## src/design/gb3_pkg.sv

```systemverilog
`timescale 1ns / 1ps

package gb3_pkg;

	localparam int MAX_WIDTH  = 1024;
	localparam int MAX_HEIGHT = 1024;
	localparam int CHANNELS   = 3;

	localparam int SAMPLE_W = 8;
	localparam int CFG_W    = 11;
	localparam int CFG_IDX_W = 2;
	localparam int COL_W    = $clog2(MAX_WIDTH);
	localparam int ROW_W    = $clog2(MAX_HEIGHT);
	localparam int CH_W     = (CHANNELS > 1) ? $clog2(CHANNELS) : 1;
	localparam int ADDR_W   = $clog2(MAX_WIDTH * CHANNELS);
	localparam int SUM_W    = SAMPLE_W + 4;

	localparam int RESET_WIDTH  = 640;
	localparam int RESET_HEIGHT = 480;

	localparam int FIFO_DEPTH = 4;
	localparam int FIFO_PTR_W = $clog2(FIFO_DEPTH);
	localparam int FIFO_CNT_W = $clog2(FIFO_DEPTH + 1);

	localparam logic [CFG_IDX_W-1:0] REG_IMAGE_WIDTH  = CFG_IDX_W'(0);
	localparam logic [CFG_IDX_W-1:0] REG_IMAGE_HEIGHT = CFG_IDX_W'(1);

	// one filtered sample, marker set when a row-end word must follow it
	typedef struct packed {
		logic [SAMPLE_W-1:0] pixel;
		logic                marker;
	} gb3_result_t;

endpackage

```

## src/design/gb3_back.sv

```systemverilog
`timescale 1ns / 1ps

module gb3_back import gb3_pkg::*; (
	input  logic                clk,
	input  logic                arst_n,
	input  logic                pop_valid,
	input  gb3_result_t         pop_data,
	output logic                pop,
	output logic                out_valid,
	input  logic                out_stall,
	output logic [SAMPLE_W-1:0] pixel,
	output logic                row_end
);

	logic                out_valid_q;
	logic                pend_q;
	logic [SAMPLE_W-1:0] pixel_q;
	logic                row_end_q;

	logic can_load;

	assign can_load = !out_valid_q || !out_stall;
	// a pending row-end word goes out before the next queued pixel
	assign pop      = can_load && !pend_q && pop_valid;

	always_ff @(posedge clk or negedge arst_n) begin
		if (!arst_n) begin
			out_valid_q <= 1'b0;
			pend_q      <= 1'b0;
		end else if (can_load) begin
			if (pend_q) begin
				out_valid_q <= 1'b1;
				pend_q      <= 1'b0;
			end else if (pop_valid) begin
				out_valid_q <= 1'b1;
				pend_q      <= pop_data.marker;
			end else begin
				out_valid_q <= 1'b0;
			end
		end
	end

	always_ff @(posedge clk) begin
		if (can_load) begin
			if (pend_q) begin
				pixel_q   <= '0;
				row_end_q <= 1'b1;
			end else if (pop_valid) begin
				pixel_q   <= pop_data.pixel;
				row_end_q <= 1'b0;
			end
		end
	end

	assign out_valid = out_valid_q;
	assign pixel     = pixel_q;
	assign row_end   = row_end_q;

endmodule

```

## config.mk

```make
export PLATFORM = sky130hd
export DESIGN_NAME = gb3_back
export DESIGN_NICKNAME = d
export VERILOG_FILES = /design/src/design/gb3_pkg.sv /design/src/design/gb3_back.sv
export SDC_FILE = /design/constraint.sdc
export NUM_CORES = 1
export LEC_CHECK = 0
export BUFFER_PORTS_ARGS = -buffer_cell sky130_fd_sc_hd__buf_2
export CAP_MARGIN = 5
export CORE_AREA = 2 2 39 41
export DETAILED_ROUTE_END_ITERATION = 12
export DIE_AREA = 0 0 41 43
export GPL_TIMING_DRIVEN = 1
export PLACE_DENSITY_LB_ADDON = 0.05
export SLEW_MARGIN = 0
export SYNTH_ARGS = -nofsm -noshare
export SYNTH_HDL_FRONTEND = slang
export SYNTH_SLANG_ARGS = --single-unit
```

## constraint.sdc

```tcl
create_clock -name clk -period 1.58 [get_ports clk]
set_clock_uncertainty 0.05 [all_clocks]
set_input_delay 0.237 -clock clk [delete_from_list [all_inputs] [get_ports clk]]
set_output_delay 0.237 -clock clk [all_outputs]
set_load 0.1 [all_outputs]
```

==> results.toml <==
[status]
status = "finished clean"

[power]
leakagePower_uw = 0.000278
p_per_area_mw_per_mm2 = 1330
p_seq_frac = 0.438
peakVddDrop_mv = 0.502
p_sw_uw = 330
netSwitchingFraction = 0.393
pwr-share-comb = 0.345
p_int_uw = 509
clkPwrFrac = 0.217

[layout]
layout-drive-gt1-share = 0.600
layout_commonest_cell = "buf_2"
synthToLayoutAreaGrowth_pct = 43.5
design_area_um2 = 632
final_cell_mix = "22 x buf_2, 9 x edfxtp_1, 4 x nor2b_1, 4 x and2b_1, 3 x clkbuf_4"
fin_cells = 71
fin_util = 0.457
diodes = 0
fin_nets = 69

[setup_path]
reg2reg_slack_ns = 0.39
r2r_start = "pend_q$_DFFE_PN0P_"
crit_type = "flop to primary output"
rr_worst_depth = 3
critPathLaunchType = "flop"
startpoint = "pend_q$_DFFE_PN0P_"
crit_arrival_ns = 1.23
end_kind = "primary output"
required_ns = 1.29
critPathMaxFanout = 12

[timing]
fin_tns_setup_ns = 0
worst_hold_slack_ns = 0.176
setup_viol = 0
max_slew_margin = 0.676
tightest_slew_ns = 0.490
rsz0062_at_grt = "no"
max_freq_mhz = 657
final.period_utilization = 0.963
slew_violations = 0
hold_violations = 0
min_period_ns = 1.52

[die]
fp-row-count = 14
core_area_mm2 = 0.00138
io-pin-count = 24
die-area_mm2 = 0.00176
die_w_um = 41
start_util = 0.318
die_h_um = 43

[route]
routed_wl_um = 728
viasPerCell = 4.34
firstDrtPassIters = 2
drtIter0Drc = 3
remaining_drc_errors = 0
wl_per_cell_um = 10.3
vias = 308
postRouteAntennaNets = 0

[placed_design]
dp.cells = 66
placed_cell_area_um2 = 594
place.port_buffers = 23
place_congestion = 0.650

[grt]
grt_pass1_vias = 267
gr-usage-all-layers = 0.0973
grt_pass1_wl_mm = 1.08
grt_overflow = 0
antenna_found_initial = 0
grt_max_degree = 13

[clocking]
clock_sinks = 11
cts_tree = "yes"
cts_setup_buffers = 0
htree_levels = 1
clk_pin_slew_ns = 0.06
numCtsBuffers = 3
worstSkewPairLatency_ns = 0.25
root_buffer = "clkbuf_4"
cts_max_path_buffers = 2

[worst_hold_path]
hp-start = "pop_data[0]"
hold_depth = 2
hp-class = "primary input to flop"

[yosys]
synth_seq_cells = 11
syn_area_um2 = 440
ys_types = 12
netlist_instances = 27
avgSynthCellArea_um2 = 16.3
synth-seq-area-share = 0.727
yosysWarnings = 0
yosysTopAreaCell = "edfxtp_1"
synthTopCellsByArea = "edfxtp_1 61%, dfrtp_1 11%, and2b_1 6.8%"
synth_fp_nets = 40
yosysTopAreaCellShare = 0.614

[run]
maxCapViolCount = 0
## critical path, stage by stage, from the launching register on
cell	delay, ns
dfrtp_2	0.49
a21oi_4	0.16
and2_4	0.17
buf_12	0.16
## cells by family (layout without fill, tap and decap cells)
kind of cell,Yosys count,count (layout),share of synthesized area
AOI/OAI and AO/OA,3,3,0.0682
DFF,11,11,0.727
and+or+nand+nor,12,12,0.179
buffers and inverters,1,29,0.0256
## registers in the layout (all words and copies together) (netlist names)
name       cells
out_valid      1
pixel          8
row_end        1
pend_q         1
## cells in the mapped netlist
master,n
a21oi_1,1
a21oi_4,1
a31o_1,1
and2_1,1
and2b_1,4
and3_2,1
buf_6,1
dfrtp_1,2
edfxtp_1,9
nand2b_1,1
nor2_1,1
nor2b_1,4
## final cells by class
type	instances	area, µm²
flip-flops and latches	11	323
multi-input cells	15	115
well taps	16	20.0
fillers	135	752
repair buffers	25	148
clock buffers	4	26.3
## stage by stage
step                setup slack [ns]  total power (µW)
floorplan                      0.108               609
global route                 0.00671               873
global placement               0.299               659
detailed placement             0.274               663
CTS                           0.0462               849
finish                        0.0587               838
## layer usage
layer	global-route usage	vias up	wire length, µm
met4	0.0800	0	0
met5	0	-	0
met3	0.0314	0	56
li1	-	150	-
met2	0.153	15	402
met1	0.0962	143	269
## power groups by stage
stage / clock [µW] / sequential, µW / combinational (µW)
6_report: 182 / 367 / 289
5_1_grt: 202 / 372 / 299
4_1_cts: 190 / 368 / 291
3_5_place_dp: 0 / 374 / 289
3_3_place_gp: 0 / 372 / 287
2_1_floorplan: 0 / 545 / 64.1
## worst paths after layout
check | endpoint
min in group asynchronous | pend_q$_DFFE_PN0P_
max in group asynchronous | out_valid$_DFFE_PN0P_
min reg2reg | out_valid$_DFFE_PN0P_
max | pop
max reg2reg | pixel[3]$_SDFFCE_PP0P_
min | pend_q$_DFFE_PN0P_
## timing repair
action,CTS,global route
resized for setup,1,0
hold endpoints to repair,2,0
setup endpoints to repair,1,0
hold buffers,1,0
No activity file was read; power rests on OpenSTA's default activity.
