==> src/design/gb3_pkg.sv <==
`timescale 1ns / 1ps

package gb3_pkg;

	localparam int MAX_WIDTH  = 1024;
	localparam int MAX_HEIGHT = 1024;
	localparam int CHANNELS   = 3;

	localparam int SAMPLE_W = 8;
	localparam int CFG_W    = 11;
	localparam int CFG_IDX_W = 2;
	localparam int COL_W    = $clog2(MAX_WIDTH);
	localparam int ROW_W    = $clog2(MAX_HEIGHT);
	localparam int CH_W     = (CHANNELS > 1) ? $clog2(CHANNELS) : 1;
	localparam int ADDR_W   = $clog2(MAX_WIDTH * CHANNELS);
	localparam int SUM_W    = SAMPLE_W + 4;

	localparam int RESET_WIDTH  = 640;
	localparam int RESET_HEIGHT = 480;

	localparam int FIFO_DEPTH = 4;
	localparam int FIFO_PTR_W = $clog2(FIFO_DEPTH);
	localparam int FIFO_CNT_W = $clog2(FIFO_DEPTH + 1);

	localparam logic [CFG_IDX_W-1:0] REG_IMAGE_WIDTH  = CFG_IDX_W'(0);
	localparam logic [CFG_IDX_W-1:0] REG_IMAGE_HEIGHT = CFG_IDX_W'(1);

	// one filtered sample, marker set when a row-end word must follow it
	typedef struct packed {
		logic [SAMPLE_W-1:0] pixel;
		logic                marker;
	} gb3_result_t;

endpackage

==> src/design/gb3_fifo.sv <==
`timescale 1ns / 1ps

module gb3_fifo import gb3_pkg::*; (
	input  logic        clk,
	input  logic        arst_n,
	input  logic        push,
	input  gb3_result_t push_data,
	output logic        full,
	input  logic        pop,
	output logic        pop_valid,
	output gb3_result_t pop_data
);

	gb3_result_t           mem_q [FIFO_DEPTH];
	logic [FIFO_PTR_W-1:0] wptr_q;
	logic [FIFO_PTR_W-1:0] rptr_q;
	logic [FIFO_CNT_W-1:0] count_q;

	logic do_push;
	logic do_pop;

	assign full      = (count_q == FIFO_CNT_W'(FIFO_DEPTH));
	assign pop_valid = (count_q != '0);
	assign pop_data  = mem_q[rptr_q];

	assign do_push = push && !full;
	assign do_pop  = pop && pop_valid;

	always_ff @(posedge clk or negedge arst_n) begin
		if (!arst_n) begin
			wptr_q  <= '0;
			rptr_q  <= '0;
			count_q <= '0;
		end else begin
			if (do_push)
				wptr_q <= wptr_q + FIFO_PTR_W'(1);
			if (do_pop)
				rptr_q <= rptr_q + FIFO_PTR_W'(1);
			if (do_push && !do_pop)
				count_q <= count_q + FIFO_CNT_W'(1);
			else if (do_pop && !do_push)
				count_q <= count_q - FIFO_CNT_W'(1);
		end
	end

	always_ff @(posedge clk) begin
		if (do_push)
			mem_q[wptr_q] <= push_data;
	end

endmodule

==> config.mk <==
export PLATFORM = sky130hd
export DESIGN_NAME = gb3_fifo
export DESIGN_NICKNAME = d
export VERILOG_FILES = /design/src/design/gb3_pkg.sv /design/src/design/gb3_fifo.sv
export SDC_FILE = /design/constraint.sdc
export NUM_CORES = 1
export LEC_CHECK = 0
export BUFFER_PORTS_ARGS = -buffer_cell sky130_fd_sc_hd__buf_2
export CAP_MARGIN = 5
export CORE_MARGIN = 2
export CORE_UTILIZATION = 40
export DETAILED_ROUTE_END_ITERATION = 8
export GPL_TIMING_DRIVEN = 0
export PLACE_DENSITY = 0.6
export SETUP_SLACK_MARGIN = 0.15
export SLEW_MARGIN = 0
export SYNTH_ARGS = -nofsm -noshare
export SYNTH_HDL_FRONTEND = slang
export SYNTH_SLANG_ARGS = --single-unit
export TNS_END_PERCENT = 5
==> constraint.sdc <==
create_clock -name clk -period 5.75 [get_ports clk]
set_input_delay 0.575 -clock clk [delete_from_list [all_inputs] [get_ports clk]]
set_output_delay 0.575 -clock clk [all_outputs]
set_load 0.02 [all_outputs]
==> results of run 1 <==
[placed cells by master, fill, tap and decap left out]
master,synthesis,layout
nor2_1,1,1
fa_1,1,1
buf_2,1,24
buf_6,1,1
mux2_2,1,1
clkinv_2,0,1
buf_4,1,1
mux4_2,9,9
inv_1,3,3
nand2_1,1,1
clkinvlp_4,0,2
dfrtp_1,7,7
nor3b_4,1,1
clkbuf_8,0,5
and2_2,4,4
mux2_4,1,1
ha_1,5,5
edfxtp_1,36,36
or3_4,1,1
nor2b_2,1,1
nand3_1,1,1
xnor2_1,4,4
xor2_1,2,2
[registers in the layout (all words and copies together), names as in the netlist]
signal,cells
rptr_q,2
count_q,3
mem_q,36
wptr_q,2
[metrics by stage]
stage          cell area, µm²  instances  worst slack (ns)
6_report                 2000        163              3.53
5_1_grt                  2000        163              3.45
4_1_cts                  2000        163              3.50
3_5_place_dp             1910        155              3.66
3_3_place_gp             1910        155              3.70
2_1_floorplan            1740         82              3.72
[per-layer routing]
metal	part of all wire [%]	up-vias
met5	0	-
met4	1.9	0
met3	4.7	5
met2	53	15
met1	40	413
li1	-	375
[logic make-up (layout without fill, tap and decap cells)]
group | count (synthesis) | in the layout | share of synthesized area, %
XOR/XNOR | 6 | 6 | 3.03
adder cells (fa/ha/maj) | 6 | 6 | 4.76
buffers and inverters | 6 | 37 | 2.02
flip-flops | 43 | 43 | 72.3
multiplexers | 11 | 11 | 13.2
AND/OR/NAND/NOR | 10 | 10 | 4.68
[critical path, stage by stage (launching register included)]
cell     delay, ns
dfrtp_1       0.39
buf_4         0.25
mux4_2        0.54
buf_2         0.18
[how the worst max path moves through the flow]
stage | endpoint | slack, ns | cells past startpoint
final | pop_data[0] | 3.53 | 3
after global routing | pop_data[8] | 3.45 | 3
after CTS | pop_data[8] | 3.50 | 3
after detailed placement | count_q[2]$_DFFE_PN0P_ | 3.66 | 8
after global placement | count_q[2]$_DFFE_PN0P_ | 3.70 | 8
after floorplan | count_q[2]$_DFFE_PN0P_ | 3.72 | 8
[cell type report]
cell class              instances  area share [%]
repair buffers                 23            5.75
multi-input cells              33            22.2
clock inverters                 3           0.999
clock buffers                   5            3.44
inverters                       3           0.562
flip-flops and latches         43            62.7
well taps                      50            3.12
plain buffers                   3            1.19
[Yosys cell counts, types with 2 or more instances]
library cell / instances / area [µm²]
dfrtp_1: 7 / 175
ha_1: 5 / 62.6
edfxtp_1: 36 / 1080
and2_2: 4 / 30.0
inv_1: 3 / 11.3
xnor2_1: 4 / 35.0
xor2_1: 2 / 17.5
mux4_2: 9 / 203
[power groups by stage]
| stage | Sequential, mW | Clock [mW] | Combinational (mW) |
|---|---|---|---|
| 6_report | 0.459 | 0.184 | 0.378 |
| 3_5_place_dp | 0.467 | 0 | 0.387 |
| 4_1_cts | 0.460 | 0.192 | 0.389 |
| 3_3_place_gp | 0.461 | 0 | 0.381 |
| 5_1_grt | 0.470 | 0.204 | 0.412 |
| 2_1_floorplan | 0.457 | 0 | 0.291 |
==> results.toml, run 1 <==
[logic_synthesis]
synth_nets = 101
ys_types = 20
synth_flop_cell = "edfxtp_1"
synth_edf_count = 36
synth-seq-cells = 43
netlist_instances = 82
synth-seq-area-share_pct = 72.3
avgSynthCellArea_um2 = 21.2
syn-cell-area_um2 = 1740
synth_warnings = 0
async_reset_ff_share_pct = 16.3

[power_and_ir_drop]
pwr-share-comb_pct = 37.0
p_leak_nw = 0.738
p_per_area_nw_per_um2 = 510
peakVddDrop_mv = 0.195
switchingPower_mw = 0.340
p_total_mw = 1.02
p_int_mw = 0.681
p_seq_share_pct = 44.9
swShare_pct = 33.3
pwr-share-clk_pct = 18.0

[finish]
final_util_pct = 49.0
drive_above_1_share_pct = 46.0
antenna_cells = 0
fillCellCount = 352
multi_input_area_um2 = 445
synthToLayoutAreaGrowth_pct = 15.3
nets = 131
ff_latch_area_um2 = 1260

[floorplanning]
io_pins = 24
die_area_um2 = 4880
die_x_um = 69.9
die-height_um = 69.9
coreArea_um2 = 4090
row_count = 23
start_util_pct = 42.5

[routing]
drc = 0
drt_iter0_markers = 66
wl_per_cell_um = 16.1
vias = 808
detail-route-antenna-nets = 0
finalWirelength_mm = 2.62
dr.pass1.iters = 4
via_per_inst = 4.96

[critical_path]
critPathKind = "reg -> out"
rrSetupSlack_ns = 3.66
required_ns = 5.18
worstSetupStartpointType = "register"
cp.arrival_ns = 1.65
worstSetupStartpoint = "rptr_q[0]$_DFFE_PN0P_"
timing.rr.start = "count_q[1]$_DFFE_PN0P_"
reg2regPathDepth = 8
cp_max_fo = 10
r2r_end = "count_q[2]$_DFFE_PN0P_"
cp-end-kind = "primary output"

[clock_network]
cts_tree = "built"
cts_max_level = 2
cts-root-buf = "clkbuf_8"
postCtsSetupBuffers = 0
insertion_delay_ns = 0.29
cts_resized = 0
ctsHoldBuffers = 0
clk_pin_slew_ns = 0.08
cts_sinks = 43
clockBufferDepth = 2
cts_buffers = 5

[timing]
setup_tns_ns = 0
max_freq_mhz = 450
hold_viol = 0
worst_pin_slew_ns = 0.268
relSlewSlack_pct = 82.1
drv_slew = 0
holdWs_ns = 0.103
setup_viol = 0
finClkSkew_ns = 0.00657
rsz0062_at_grt = "no"
min_period_ns = 2.22
timing.final.crit_share_pct = 38.6

[global_route]
antenna_found_initial = 0
grtUsageMet2_pct = 20.1
met3_usage_pct = 5.05
grt-busiest-layer = "met2"
grt_pass1_wl_mm = 4.38
grt_max_degree = 15
grt_pass1_vias = 897
track_usage_pct = 12.4
grt-ovfl-total = 0
grt_util_met1_pct = 14.4

[min_path]
hold_path.class = "in -> async"

[placement]
io_buffers = 23
hpwl_mm = 1.77
gp_congestion = 0.657

[status]
status = "complete, no violations"

[run]
drv_cap = 0
Note: power is estimated with default switching activity, not from simulation.
==> inputs of run 2 (changes only) <==
==> constraint.sdc (replaced) <==
create_clock -name clk -period 2.2 [get_ports clk]
set_input_delay 0.22 -clock clk [delete_from_list [all_inputs] [get_ports clk]]
set_output_delay 0.22 -clock clk [all_outputs]
set_load 0.02 [all_outputs]
==> run 2 against run 1 <==
Largest cell class unchanged. Critical path type is now reg -> reg. Routed wire length up 8.0%. Largest power group unchanged. Sequential power rose to 2.6 times the previous value. Non-clock buffer count is 6 higher. Sequential cell count did not move.
==> results.toml, run 2 (synthesis gave the netlist of run 1 again) <==
[status]
status = "complete, no violations"

[timing]
relSlewSlack_pct = 82.1
worst_pin_slew_ns = 0.269
drv_slew = 0
setup_tns_ns = 0
timing.final.crit_share_pct = 91.2
finClkSkew_ns = 0.00588
max_freq_mhz = 498
rsz0062_at_grt = "yes"
setup_viol = 0
min_period_ns = 2.01
hold_viol = 0

[critical_path]
required_ns = 2.38
cp-end-kind = "register"
cp.arrival_ns = 2.19
r2r_end = "count_q[1]$_DFFE_PN0P_"
reg2regPathDepth = 8
rrSetupSlack_ns = 0.19
cp_max_fo = 7
critPathKind = "reg -> reg"
timing.rr.start = "count_q[1]$_DFFE_PN0P_"
worstSetupStartpointType = "register"

[floorplanning]
start_util_pct = 42.5
die_x_um = 69.9
die-height_um = 69.9
io_pins = 24
row_count = 23
coreArea_um2 = 4090
die_area_um2 = 4880

[global_route]
antenna_found_initial = 0
track_usage_pct = 13.0
grt_pass1_vias = 937
grt_pass1_wl_mm = 4.62
grt_max_degree = 15
grt-ovfl-total = 0

[finish]
nets = 137
layout_commonest_cell = "edfxtp_1"
top_regs = "mem_q x36, count_q x3"
synthToLayoutAreaGrowth_pct = 19.5
drive_above_1_share_pct = 52.1
mostFrequentLayoutCells = "edfxtp_1 (36), buf_2 (24), mux4_2 (9), buf_4 (6)"
largest_register_ffs = 36
antenna_cells = 0
largest-register = "mem_q"

[clock_network]
insertion_delay_ns = 0.29
clk_pin_slew_ns = 0.08
cts_tree = "built"
cts_buffers = 5
cts_max_level = 2
clockBufferDepth = 2
cts-root-buf = "clkbuf_8"
cts_sinks = 43

[power_and_ir_drop]
pwr-share-clk_pct = 17.3
peakVddDrop_mv = 0.573
p_per_area_nw_per_um2 = 1350
p_leak_nw = 0.766
p_int_mw = 1.86
swShare_pct = 33.4
switchingPower_mw = 0.933
p_seq_share_pct = 42.3
p_total_mw = 2.80
pwr-share-comb_pct = 40.4

[routing]
via_per_inst = 4.93
dr.pass1.iters = 4
detail-route-antenna-nets = 0
drc = 0
finalWirelength_mm = 2.83
drt_iter0_markers = 68
vias = 833
wl_per_cell_um = 16.8

[min_path]
holdCritStartpoint = "push_data[0]"
hold_path.class = "in -> reg"
hold_end = "mem_q[1][0]$_DFFE_PP_"
hold_depth = 1

[placement]
hpwl_mm = 1.77
io_buffers = 23
gp_congestion = 0.657

[run]
drv_cap = 0
==> run 2: metal layers <==
metal	vias up	track usage, %	share of wire [%]
met5	-	0	0
met4	0	5.77	1.8
met3	5	5.05	4.4
met2	15	21.9	55
met1	429	14.7	39
li1	384	-	-
==> run 2: how the worst max path moves through the flow <==
stage	depth (start not counted)	slack (ns)	from	endpoint
3_3_place_gp	8	0.15	count_q[1]$_DFFE_PN0P_	count_q[2]$_DFFE_PN0P_
6_report	8	0.19	count_q[1]$_DFFE_PN0P_	count_q[1]$_DFFE_PN0P_
5_1_grt	8	0.13	count_q[1]$_DFFE_PN0P_	count_q[1]$_DFFE_PN0P_
4_1_cts	8	0.18	count_q[1]$_DFFE_PN0P_	count_q[2]$_DFFE_PN0P_
3_5_place_dp	8	0.11	count_q[1]$_DFFE_PN0P_	count_q[2]$_DFFE_PN0P_
2_1_floorplan	8	0.17	count_q[1]$_DFFE_PN0P_	count_q[2]$_DFFE_PN0P_
==> run 2: timing repair <==
| action | 4_1_cts | 5_1_grt |
|---|---|---|
| resized for setup | 4 | 3 |
| buffers inserted | 4 | 1 |
| hold buffers | 1 | 0 |
| setup endpoints to repair | 1 | 2 |
| hold endpoints to repair | 7 | 0 |
| pin swaps | 0 | 3 |
==> run 2: through the flow <==
step           hold slack [ns]  area (µm²)  std cells  utilization (%)  setup slack [ns]
6_report                 0.135        2080        169             50.8             0.193
2_1_floorplan          -0.0756        1740         82                -             0.171
5_1_grt                  0.123        2080        169             50.8             0.132
3_5_place_dp            0.0656        1910        155             46.8             0.111
3_3_place_gp            0.0608        1910        155             46.8             0.153
4_1_cts                  0.127        2050        168             50.2             0.177
==> run 2: final cells by class <==
class	instances	area, µm²
plain buffers	3	23.8
clock buffers	5	68.8
clock inverters	3	20.0
fillers	341	2010
inverters	3	11.3
multi-input cells	33	468
flip-flops and latches	43	1260
well taps	50	62.6
repair buffers	29	163
==> run 2: critical path, cell delays in order (launching register included) <==
cell	delay, ns
dfrtp_2	0.42
buf_4	0.14
nor3b_4	0.21
nor2b_2	0.06
buf_6	0.14
ha_4	0.16
inv_1	0.06
fa_2	0.43
mux2_2	0.27
==> run 2: power groups by stage <==
stage / clock network (mW) / registers (mW) / logic (mW)
6_report: 0.483 / 1.18 / 1.13
3_3_place_gp: 0 / 1.21 / 0.995
2_1_floorplan: 0 / 1.19 / 0.762
4_1_cts: 0.501 / 1.18 / 1.10
3_5_place_dp: 0 / 1.22 / 1.01
5_1_grt: 0.534 / 1.21 / 1.23
==> inputs of run 3 (changes only) <==
--- a/config.mk
+++ b/config.mk
@@ -8,10 +8,10 @@
 export BUFFER_PORTS_ARGS = -buffer_cell sky130_fd_sc_hd__buf_2
 export CAP_MARGIN = 5
 export CORE_MARGIN = 2
-export CORE_UTILIZATION = 40
+export CORE_UTILIZATION = 55
 export DETAILED_ROUTE_END_ITERATION = 8
 export GPL_TIMING_DRIVEN = 0
-export PLACE_DENSITY = 0.6
+export PLACE_DENSITY = 0.78
 export SETUP_SLACK_MARGIN = 0.15
 export SLEW_MARGIN = 0
 export SYNTH_ARGS = -nofsm -noshare
==> run 3 against run 2 <==
Hold slack worse by 0.056 ns. Via count is 1.3% higher. Design area is 2.0% lower. Clock-buffer cell count up 2. Maximum frequency down 2.3%. Utilization rose by 16 points. Clock skew grew 0.0020 ns. Die area shrank 26%. Global-route usage rose by 4.4 points. Register-to-register slack got worse by 0.05 ns. Clock power fell by 26%. Critical path type unchanged.
==> results.toml, run 3 (synthesis gave the netlist of run 1 again) <==
[status]
status = "complete, no violations"

[power_and_ir_drop]
pwr-share-clk_pct = 13.3
p_per_area_nw_per_um2 = 1320
pwr-share-comb_pct = 42.7
switchingPower_mw = 0.909
p_total_mw = 2.69
peakVddDrop_mv = 0.808
p_leak_nw = 0.755
swShare_pct = 33.8
p_int_mw = 1.78
p_seq_share_pct = 44.1

[timing]
worst_pin_slew_ns = 0.267
setup_viol = 0
drv_slew = 0
finClkSkew_ns = 0.00791
rsz0062_at_grt = "yes"
setup_tns_ns = 0
max_freq_mhz = 487
relSlewSlack_pct = 82.2
hold_viol = 0
timing.final.crit_share_pct = 93.3
min_period_ns = 2.05

[floorplanning]
die-height_um = 60.2
die_x_um = 60.2
coreArea_um2 = 3030
start_util_pct = 57.4
die_area_um2 = 3620
io_pins = 24
row_count = 20

[routing]
dr.pass1.iters = 4
drt_iter0_markers = 15
m1WireLength_mm = 1.08
dr_wl_met3_um = 137
met2_length_mm = 1.57
via_per_inst = 5.21
drc = 0
topRoutingLayerUsed = "met4"
detail-route-antenna-nets = 0
vias = 844
finalWirelength_mm = 2.82
wl_per_cell_um = 17.4

[critical_path]
critPathKind = "reg -> reg"
cp_max_fo = 7
cp.arrival_ns = 2.30
worstSetupStartpointType = "register"
required_ns = 2.45
cp-end-kind = "register"

[finish]
antenna_cells = 0
fillCellCount = 219
largest_register_ffs = 36
multi_input_area_um2 = 468
ff_latch_area_um2 = 1260
nets = 136
post-route-cell-area_um2 = 2030
mostFrequentLayoutCells = "edfxtp_1 (36), buf_2 (24), mux4_2 (9), clkbuf_4 (5), dfrtp_1 (5)"
largest-register = "mem_q"
synthToLayoutAreaGrowth_pct = 17.1
drive_above_1_share_pct = 50.0
layout_commonest_cell = "edfxtp_1"
top_regs = "mem_q x36, count_q x3"

[global_route]
antenna_found_initial = 0
grt-ovfl-total = 0
track_usage_pct = 17.4
grt_pass1_vias = 892
grt_pass1_wl_mm = 4.17
grt_max_degree = 13

[clock_network]
clockBufferDepth = 2
cts_sinks = 43
cts-root-buf = "clkbuf_4"
clk_pin_slew_ns = 0.12
cts_max_level = 2
insertion_delay_ns = 0.35
cts_tree = "built"
cts_buffers = 5

[run]
drv_cap = 0

[placement]
postPlaceCellArea_um2 = 1910
io_buffers = 23
hpwl_mm = 1.87
gp_congestion = 0.616

[min_path]
hold_path.class = "in -> reg"
run 3: power by group through the flow:
stage | logic [mW] | registers [mW] | clock network, mW
after floorplan | 0.762 | 1.19 | 0
after global routing | 1.25 | 1.21 | 0.395
after CTS | 1.14 | 1.19 | 0.367
final | 1.15 | 1.19 | 0.357
after global placement | 0.980 | 1.20 | 0
after detailed placement | 1.01 | 1.23 | 0
run 3: worst paths after layout:
| check | from | to | slack, ns | cells after the start |
|---|---|---|---|---|
| worst min-delay path | push_data[0] | mem_q[3][0]$_DFFE_PP_ | 0.08 | 1 |
| max in group asynchronous | arst_n | count_q[0]$_DFFE_PN0P_ | 1.81 | 2 |
| worst max register to register | count_q[0]$_DFFE_PN0P_ | count_q[1]$_DFFE_PN0P_ | 0.15 | 8 |
| min in group asynchronous | arst_n | rptr_q[0]$_DFFE_PN0P_ | 0.22 | 2 |
| worst max-delay path | count_q[0]$_DFFE_PN0P_ | count_q[1]$_DFFE_PN0P_ | 0.15 | 8 |
| worst min register to register | count_q[2]$_DFFE_PN0P_ | count_q[2]$_DFFE_PN0P_ | 0.52 | 1 |
run 3: final cells by class:
type                       instances  area share, %
tap                               44           2.71
timing repair buffer              28           8.24
sequential                        43           61.9
clock inverter                     1          0.246
buffer                             3           1.17
clock buffer                       7           2.21
multi-input combinational         33           23.0
inverter                           3          0.554
run 3: per-stage QoR:
stage | std cells | setup WS, ns | utilization [%] | hold WS, ns
2_1_floorplan | 82 | 0.171 | - | -0.0756
3_3_place_gp | 149 | 0.145 | 63.0 | 0.0580
3_5_place_dp | 149 | 0.0681 | 63.0 | 0.0621
4_1_cts | 162 | 0.135 | 66.6 | 0.0764
5_1_grt | 162 | 0.0852 | 67.2 | 0.0715
6_report | 162 | 0.147 | 67.2 | 0.0789
run 3: critical path: stages (launching register included):
cell	delay [ns]
dfrtp_2	0.46
buf_12	0.14
nor3b_4	0.20
nor2b_2	0.07
buf_6	0.14
ha_4	0.16
inv_1	0.08
fa_2	0.44
mux2_2	0.27
run 3: timing repair:
| action | 4_1_cts | 5_1_grt |
|---|---|---|
| endpoints found under the hold margin | 7 | 0 |
| pin swaps | 0 | 2 |
| endpoints found under the setup margin | 2 | 2 |
| gates resized for setup | 4 | 3 |
| hold buffers | 1 | 0 |
| setup buffers | 4 | 0 |
run 3: per-layer routing:
| metal | up-vias | track usage [%] |
|---|---|---|
| met1 | 429 | 18.9 |
| met2 | 25 | 29.8 |
| met4 | 0 | 8.25 |
| li1 | 386 | - |
| met5 | - | 0 |
| met3 | 4 | 6.49 |
